File: src/rtl/elru_ram.sv
// Generic single-write, single-read RAM with registered read data.
`default_nettype none

module elru_ram #(
  parameter int WIDTH = 8,
  parameter int DEPTH = 16
) (
  input  wire logic                     clk,
  input  wire logic                     we,
  input  wire logic [$clog2(DEPTH)-1:0] waddr,
  input  wire logic [WIDTH-1:0]         wdata,
  input  wire logic [$clog2(DEPTH)-1:0] raddr,
  output logic      [WIDTH-1:0]         rdata
);

  logic [WIDTH-1:0] mem [DEPTH];

  always_ff @(posedge clk) begin
    if (we) begin
      mem[waddr] <= wdata;
    end
    rdata <= mem[raddr];
  end

endmodule

`default_nettype wire

File: config.mk
export PLATFORM = sky130hd
export DESIGN_NAME = elru_ram
export DESIGN_NICKNAME = d
export VERILOG_FILES = /design/src/rtl/elru_ram.sv
export SDC_FILE = /design/constraint.sdc
export NUM_CORES = 1
export LEC_CHECK = 0
export BUFFER_PORTS_ARGS = -buffer_cell sky130_fd_sc_hd__buf_2
export CORE_ASPECT_RATIO = 1.5
export CORE_MARGIN = 2
export CORE_UTILIZATION = 35
export CTS_CLUSTER_SIZE = 24
export DETAILED_ROUTE_END_ITERATION = 10
export PLACE_DENSITY = 0.58
export SYNTH_ARGS = -nofsm -noshare
export SYNTH_HDL_FRONTEND = slang
export SYNTH_SLANG_ARGS = --single-unit
File: constraint.sdc
create_clock -name clk -period 2.3 [get_ports clk]
set_input_delay 0.345 -clock clk [delete_from_list [all_inputs] [get_ports clk]]
set_output_delay 0.345 -clock clk [all_outputs]
set_load 0.02 [all_outputs]
==> out/metrics.csv <==
metric;value;unit
worstSetupStartpointType;input port;
numClockSinks;136;
synthCells;229;
grt_pass1_wl;15460;µm
hold_class;input port to register;
hold_ws;318.4;ps
die_w;103.0;µm
coreArea;14460;µm²
min_from;wdata[5];
final_cell_count_no_fill;490;
crit_path_end_kind;register;
syn_area;5147;µm²
drt-initial-drc-count;157;
initial_utilization;35.60;%
die_area;15710;µm²
met2_wirelength;5636;µm
place_area;5592;µm²
drc;0;
clkLatencyLatePin;400;ps
antenna_found_initial;0;
dp.cells;458;
critPathKind;input port to register;
place.gp.congestion;0.7303;
finalCritPeriodShare;60.31;%
cts_tree;yes;
crit_arrival;1670;ps
gr-total-overflow;0;
m1WireLength;4052;µm
fill_cells;1280;
cp_max_fo;32;
htreeDepth;4;
cts_resized;0;
cp-startpoint;raddr[0];
worstPathRequired;2580;ps
hold_viol;0;
status;completed;
antenna_cells;0;
reg2reg_to;rdata[0];
maxCapViolCount;0;
root_buffer;clkbuf_16;
cts_setup_buffers;0;
cts.clk_slew.worst_paths;60;ps
multi_input_area;1057;µm²
routed_wl;10260;µm
fin_skew;5.276;ps
min_period;1387;ps
regArea;4004;µm²
slew_viol_final;0;
dr.pass1.iters;4;
top_layer;met4;
place_hpwl;6635;µm
ys_warn_count;0;
postRouteAntennaNets;0;
grt_setup_unrepaired;false;
setup_violations;0;
ff2ff_setup_slack;950;ps
relSlewSlack;48.59;%
max_freq;0.7209;GHz
ys_seq_area_share;77.78;%
tightest_slew;768.3;ps
fin_area;6135;µm²
grt_max_degree;33;
io_pins;26;
grt_usage;14.20;%
vias_per_cell;5.014;
rr_worst_depth;3;
power_leakage;2.056;nW
vias;2457;
grt_pass1_vias;2581;
synth_cell_type_count;19;
cts_made_buffers;17;
r2r_start;mem[1][0];
drive_gt1_share;31.29;%
portBuffers;25;
synthesis.nets;247;
peakVddDrop;0.4953;mV
setup.worst_path.end;rdata[0];
ys_ff_latch;136;
layout.nets;299;
setup_tns;0;ps
power.density;896.5;nW/µm²
met3_length;405;µm
num_rows;54;
clk_path_buf_depth;2;
area_growth;19.18;%
avgSynthCellArea;22.48;µm²
ctsHoldBuffers;0;
die_h;152.5;µm
wl_per_cell;20.94;µm
==> layout by cell type (no fill, tap or decap) <==
cell,synthesis,routed
a22oi_1,16,16
and2_1,1,1
and2b_1,1,1
buf_12,0,2
buf_2,3,25
buf_4,1,16
clkbuf_16,0,17
clkinv_1,0,2
clkinv_4,0,4
clkinvlp_4,0,3
dfxtp_1,8,8
edfxtp_1,128,128
inv_6,0,6
mux4_1,14,14
mux4_2,18,18
nand2_1,9,9
nand2b_1,2,2
nand3_1,1,1
nand3b_1,2,2
nor2_1,13,13
nor2b_1,1,1
nor3_1,4,4
or3b_2,1,1
==> power by group <==
group          internal (mW)  switching [mW]  leakage (nW)  total (mW)
Clock                   1.39            1.05         0.257        2.44
Combinational          0.111           0.162         0.575       0.273
Sequential              2.77          0.0165          1.22        2.79
==> worst min-delay path by stage <==
stage	endpoint	slack, ps	depth (start not counted)
CTS	mem[1][5]	300	1
global placement	rdata[4]	650	3
finish	mem[1][5]	320	1
detailed placement	rdata[0]	660	3
global route	mem[1][5]	320	1
floorplan	mem[0][0]	440	0
==> cell families (layout without fill, tap and decap cells) <==
logic type,count (synthesis),after routing,share of synthesized area [%]
flops,136,136,77.78
simple gates,35,35,3.184
mux,32,32,15.02
compound gates,16,16,2.334
buf+inv,10,75,1.677
==> synth_stat cells <==
master | number | area (µm²)
and2_1 | 1 | 6.260
and2b_1 | 1 | 7.510
a22oi_1 | 16 | 120.1
nand2b_1 | 2 | 12.51
clkdlybuf4s25_2 | 3 | 30.03
buf_2 | 3 | 15.01
dfxtp_1 | 8 | 160.2
mux4_1 | 14 | 367.9
nand3_1 | 1 | 5.000
buf_4 | 1 | 7.510
nand2_1 | 9 | 33.78
buf_6 | 3 | 33.78
nor2_1 | 13 | 48.80
edfxtp_1 | 128 | 3844
nor2b_1 | 1 | 6.260
nand3b_1 | 2 | 15.01
or3b_2 | 1 | 8.760
mux4_2 | 18 | 405.4
nor3_1 | 4 | 20.02
==> worst max-delay path, cell delays in order <==
cell and delay [ps]:
buf_2 100, buf_12 240, mux4_1 650, a22oi_1 230, nand2_1 70
==> routing by layer <==
metal	global-route usage, %	vias up
li1	-	1080
met1	16.46	1295
met5	0	-
met4	6.140	0
met2	24.64	69
met3	3.257	13
==> metrics by stage <==
step	setup WS [ps]	util (%)	power (mW)
after global placement	469.7	38.67	3.114
after detailed placement	483.1	38.67	3.120
after floorplan	462.1	-	2.995
after global routing	830.3	42.43	5.683
after CTS	912.4	42.43	5.558
final	912.8	42.43	5.500
==> state kept, by name, summed over array words and instances, names as in the netlist <==
register and count:
rdata 8, mem 128
==> area by class of cell <==
type                       instances  area share [%]
clock buffer                      17           6.935
clock inverter                    15           1.917
multi-input combinational         83           17.23
sequential                       136           65.27
tap                              196           3.998
timing repair buffer              43           4.650
(Power assumes the default switching activity.)
