**config.mk**
```make
export PLATFORM = sky130hd
export DESIGN_NAME = elru_scan
export DESIGN_NICKNAME = d
export VERILOG_FILES = /design/src/rtl/elru_pkg.sv /design/src/rtl/elru_scan.sv
export SDC_FILE = /design/constraint.sdc
export NUM_CORES = 1
export LEC_CHECK = 0
export ABC_CLOCK_PERIOD_IN_PS = 3600
export BUFFER_PORTS_ARGS = -buffer_cell sky130_fd_sc_hd__buf_2
export CORE_MARGIN = 2
export CORE_UTILIZATION = 42
export DETAILED_ROUTE_END_ITERATION = 7
export PLACE_DENSITY = 0.76
export SYNTH_ARGS = -nofsm -noshare
export SYNTH_HDL_FRONTEND = slang
export SYNTH_SLANG_ARGS = --single-unit
```
**constraint.sdc**
```tcl
create_clock -name clk -period 3.6 [get_ports clk]
set_input_delay 0.18 -clock clk [delete_from_list [all_inputs] [get_ports clk]]
set_output_delay 0.18 -clock clk [all_outputs]
set_load 0.01 [all_outputs]
```
**src/rtl/elru_pkg.sv**
```systemverilog
// Shared types, level codes and cost tables for the exclusive LRU lookup.
`default_nettype none

package elru_pkg;

  localparam int TAG_W   = 20;
  localparam int AGE_W   = 32;
  localparam int LEVEL_W = 3;
  localparam int SLOT_W  = 3;
  localparam int COST_W  = 17;
  localparam int CYC_W   = 14;
  localparam int SUM_W   = 32;

  // Hit level codes.
  localparam logic [LEVEL_W-1:0] LVL_L1   = 3'd0;
  localparam logic [LEVEL_W-1:0] LVL_L2   = 3'd1;
  localparam logic [LEVEL_W-1:0] LVL_L3   = 3'd2;
  localparam logic [LEVEL_W-1:0] LVL_RAM  = 3'd3;
  localparam logic [LEVEL_W-1:0] LVL_DISK = 3'd4;

  localparam logic [AGE_W-1:0] AGE_MAX = {AGE_W{1'b1}};

  // One stored entry of any level.
  typedef struct packed {
    logic             valid;
    logic [TAG_W-1:0] tag;
    logic [AGE_W-1:0] age;
  } entry_t;

  // Control of the shared compare unit.
  typedef struct packed {
    logic clear;
    logic victim;
    logic en;
  } scan_ctl_t;

  function automatic logic [COST_W-1:0] cost_of(input logic [LEVEL_W-1:0] lvl);
    logic [COST_W-1:0] c;
    case (lvl)
      LVL_L1:  c = 17'd10;
      LVL_L2:  c = 17'd110;
      LVL_L3:  c = 17'd1110;
      LVL_RAM: c = 17'd11110;
      default: c = 17'd111110;
    endcase
    return c;
  endfunction

  function automatic logic [CYC_W-1:0] cycles_of(input logic [LEVEL_W-1:0] lvl);
    logic [CYC_W-1:0] c;
    case (lvl)
      LVL_L1:  c = 14'd1;
      LVL_L2:  c = 14'd10;
      LVL_L3:  c = 14'd100;
      LVL_RAM: c = 14'd1000;
      default: c = 14'd10000;
    endcase
    return c;
  endfunction

endpackage

`default_nettype wire

```
**src/rtl/elru_scan.sv**
```systemverilog
// Shared compare unit: tracks the victim or the youngest entry over one level scan.
`default_nettype none

module elru_scan #(
  parameter int IW = 7
) (
  input  wire logic               clk,
  input  wire logic               rst,
  input  wire elru_pkg::scan_ctl_t ctl,
  input  wire logic [IW-1:0]      idx,
  input  wire elru_pkg::entry_t   entry,
  output logic      [IW-1:0]      best_idx,
  output elru_pkg::entry_t        best,
  output logic                    inv_hit,
  output logic                    have
);

  logic cmp;

  // One age comparator serves both searches.
  assign cmp = ctl.victim ? (entry.age > best.age) : (entry.age < best.age);

  always_ff @(posedge clk) begin
    if (rst || ctl.clear) begin
      inv_hit <= 1'b0;
      have    <= 1'b0;
    end else if (ctl.en) begin
      if (ctl.victim) begin
        // First invalid entry wins outright, else the first of greatest age.
        if (!inv_hit) begin
          if (!entry.valid) begin
            inv_hit  <= 1'b1;
            best_idx <= idx;
            best     <= entry;
          end else if (!have || cmp) begin
            best_idx <= idx;
            best     <= entry;
          end
          have <= 1'b1;
        end
      end else if (entry.valid && (!have || cmp)) begin
        // First valid entry of least age.
        best_idx <= idx;
        best     <= entry;
        have     <= 1'b1;
      end
    end
  end

endmodule

`default_nettype wire

```
==> implementation parameters <==
Parameter                              Value

Yosys
  Area share of and/or/nand/nor cells after synthesis ... 6.02%
  Dominant combinational cell family by area after synthesis ... adder cells
  Top_reg_cell synth ... sky130_fd_sc_hd__edfxtp_1
  Yosys warnings ... 0
  Synthesized net count ... around 280
  Share of cell area taken by muxes after synthesis ... 0.365%
  Share of synthesized cell area in full adder, half adder and majority cells ... roughly 15%
  Synthesized-area fraction occupied by ao, oa, aoi and oai cells ... 7.30%
  Share of flip-flops with an asynchronous set or reset after synthesis ... 0%
  Most frequent cell after synthesis ... sky130_fd_sc_hd__edfxtp_1
  Share of the synthesized netlist area taken by xor and xnor gates ... 0%
  Top cell types by occurrence after synthesis ... sky130_fd_sc_hd__edfxtp_1 (60), sky130_fd_sc_hd__inv_1 (33), sky130_fd_sc_hd__ha_1 (32), sky130_fd_sc_hd__a21oi_1 (14), sky130_fd_sc_hd__nand2_1 (8)
  Library cell occupying the most area in the post-synthesis netlist ... sky130_fd_sc_hd__edfxtp_1
  Post-synthesis sequential area ratio ... about two thirds
  FF+latch count, synth ... just over 60
  Synthesized area ... 2740 sq um
  Cells after Synth ... 185
  Average cell area after synthesis ... 14.8 sq um
  Unique cell type count in the Yosys netlist ... 27
  Post-synth top area share ... 65.7%
  Number of flops mapped to enable cells by yosys ... 60
  Cells taking the most area after synthesis ... sky130_fd_sc_hd__edfxtp_1 (66%), sky130_fd_sc_hd__ha_1 (15%), sky130_fd_sc_hd__inv_1 (4.5%)

Worst setup path
  Crit Path Class ... reg -> reg
  Endpoint required time on the critical path ... 3.61 ns
  Critical path launch point type ... flop
  Highest cell delay on the worst timing path ... 0.69 ns
  Highest net fanout along the worst path ... 33
  Kind of end point of the critical path ... flop
  Cells along the critical path ... inv_1 > ha_1 > nand4_2 > nor4_2 > a21boi_2 > o41ai_1 > a31oi_1 > o31a_2 > buf_4
  Slowest-stage cell, CP ... sky130_fd_sc_hd__o31a_2
  Crit path DAT ... between 3 and 4 ns

Global routing
  Total grt overflow ... 0
  Antenna violations before repair ... 0
  Via count of the first global-routing pass ... between 1.5k and 2k
  Global router's overall resource usage ... 16.1%
  Maximum number of pins on one net before global-route repair ... 34
  Wire length of the first global-routing pass ... 8.85 mm

Floorplanning
  Num ports ... approximately 130
  Die W ... 84.8 um
  Num rows ... 29
  Floorplan die height ... roughly 85 um
  Die Outline Area ... 7190 sq um
  Effective utilization at floorplan ... around 43%
  Placeable core region ... 6310 sq um

Final layout
  Number of nets in the layout ... 422
  Share of cells above drive strength 1 ... 44.4%
  Diode count ... 0
  P&R area growth vs syn ... 34.0%

Status
  Run status ... finished, final reports clean

Detailed routing
  Detailed Route Iter0 Violations ... 66
  Wirelength, routed ... around 5.7 mm
  Antenna-violating nets left ... 0
  Routed wirelength normalized by instance count ... 13.9 um
  Routed vias ... slightly below 2k
  Final routed DRC violation total ... 0
  Average vias per placed instance ... about 4.8
  1st-pass router iterations ... 5

Clock network
  Clock network latency to the later pin of the worst-skew pair ... 0.33 ns
  Post-CTS clock slew at the launch and capture registers of the worst setup and hold paths ... around 0.070 ns
  H-Tree Depth ... 3
  Post-CTS setup buffer count ... 0
  CTS tree ... yes
  Root cell of the clock tree ... sky130_fd_sc_hd__clkbuf_8
  Number of clock sinks seen by CTS ... 62
  Maximum number of buffers from clock root to sink ... 2
  CTS Buf Count ... 9

Timing
  Number of hold-slack violations in the final timing report ... 0
  Final min period ... 3.15 ns
  Smallest setup slack after layout ... 0.454 ns
  Number of max-slew violations in the final report ... 0
  TNS Setup ... 0 ns
  RSZ-0062 raised after global routing ... false
  Count of endpoints failing setup in the final report ... 0
  Setup Skew ... roughly 0.0064 ns
  Maximum clock frequency ... 318 MHz
  Worst slew margin relative to its limit ... 47.0%
  Final Cycle Share ... 87.4%
  Slew at the pin with the worst max-slew slack ... 0.795 ns

Placed design
  Buffers added on ports ... 126
  Placement Setup Slack ... 0.472 ns
  Last weighted congestion value of the routability-driven placer ... between 0.7 and 0.8
  DP HPWL ... 4.52 mm

Power
  Worst ir drop on vdd ... 0.247 mV
  Proportion of power drawn by flip-flops and latches ... 53.8%
  Switching power share of the total ... 22.2%
  Static Leakage ... between 1.5 and 2 nW
  Internal ... about 1.2 mW
  Share of total power in the clock network ... 37.0%
  Psw ... 0.339 mW
  Combinational group share of total power ... under 10%
  Power density over cell area ... about 420 nW/um^2

Job
  Number of max-capacitance violations reported ... 0

Worst hold path
  Path class of the lowest-slack min-delay path ... in -> reg
through the flow:
stage,instances,area (sq um),utilization [%],hold slack (ns),total power [mW]
CTS,405,3660,58.0,0.00611,1.54
global route,406,3670,58.2,0.00118,1.59
global placement,390,3480,55.2,0.357,0.971
floorplan,185,2740,-,0.257,0.902
detailed placement,390,3480,55.2,0.358,0.976
finish,406,3670,58.2,0.0221,1.52
worst max-delay path: cells and delay by family, from the launching register on:
family,cells,cell delay (ns)
AO/OA/AOI/OAI,4,1.19
adder cells (fa/ha/maj),1,0.29
buffers and inverters,2,0.45
flip-flops,1,0.36
AND/OR/NAND/NOR,2,0.51
logic make-up after synthesis:
kind of cell / count (synthesis)
AO/OA/AOI/OAI: 32
multiplexers: 1
flip-flops: 62
AND/OR/NAND/NOR: 25
buffers and inverters: 33
adder cells (fa/ha/maj): 32
power groups by stage:
stage	clock network [mW]	logic, mW	registers (mW)
3_5_place_dp	0	0.140	0.836
5_1_grt	0.610	0.159	0.821
2_1_floorplan	0	0.0561	0.846
6_report	0.564	0.140	0.820
3_3_place_gp	0	0.136	0.835
4_1_cts	0.576	0.141	0.820
state kept, by name (all words and copies together), names as in the netlist:
signal    cells
inv_hit       1
have          1
best         53
best_idx      7
metal layers:
| layer | wire [um] | up-vias | global-route usage [%] |
|---|---|---|---|
| met3 | 486 | 10 | 6.10 |
| met5 | 0 | - | 0 |
| met1 | 2460 | 879 | 20.4 |
| met2 | 2630 | 92 | 25.2 |
| li1 | - | 972 | - |
| met4 | 79 | 0 | 6.06 |
cell usage in the layout (no fill, tap or decap), drive strengths merged, types with 2 or more instances in the layout:
master | netlist | routed
nand2 | 8 | 8
a21oi | 14 | 14
clkbuf | 0 | 9
a21o | 2 | 2
o21a | 2 | 2
edfxtp | 60 | 60
a211oi | 2 | 2
o21ai | 4 | 4
dfxtp | 2 | 2
inv | 33 | 33
nand3 | 2 | 2
clkinv | 0 | 4
nand4 | 7 | 7
ha | 32 | 32
nor3 | 3 | 3
buf | 0 | 128
a31oi | 2 | 2
nor4 | 2 | 2
area by class of cell:
type                            instances  area (sq um)
Fill cell                             530          2640
Clock inverter                          6          53.8
Timing Repair Buffer                  129           656
Clock buffer                            9           124
Sequential cell                        62          1840
Multi-Input combinational cell         90           777
Inverter                               33           124
Tap cell                               77          96.3
timing repair:
action / 4_1_cts / 5_1_grt
hold endpoints to repair: 0 / 1
setup endpoints to repair: 0 / 0
gates resized for setup: 0 / 0
hold buffers: 0 / 1
path summary, 6_finish.rpt:
kind | from | end | slack [ns] | cells after the start
worst max-delay path | best[14]$_DFFE_PP_ | best[28]$_DFFE_PP_ | 0.45 | 9
worst min-delay path | entry[42] | best[42]$_DFFE_PP_ | 0.02 | 1
worst max register to register | best[14]$_DFFE_PP_ | best[28]$_DFFE_PP_ | 0.45 | 9
worst min register to register | have$_SDFFE_PP0P_ | have$_SDFFE_PP0P_ | 0.53 | 2
No activity file was read; power rests on OpenSTA's default activity.
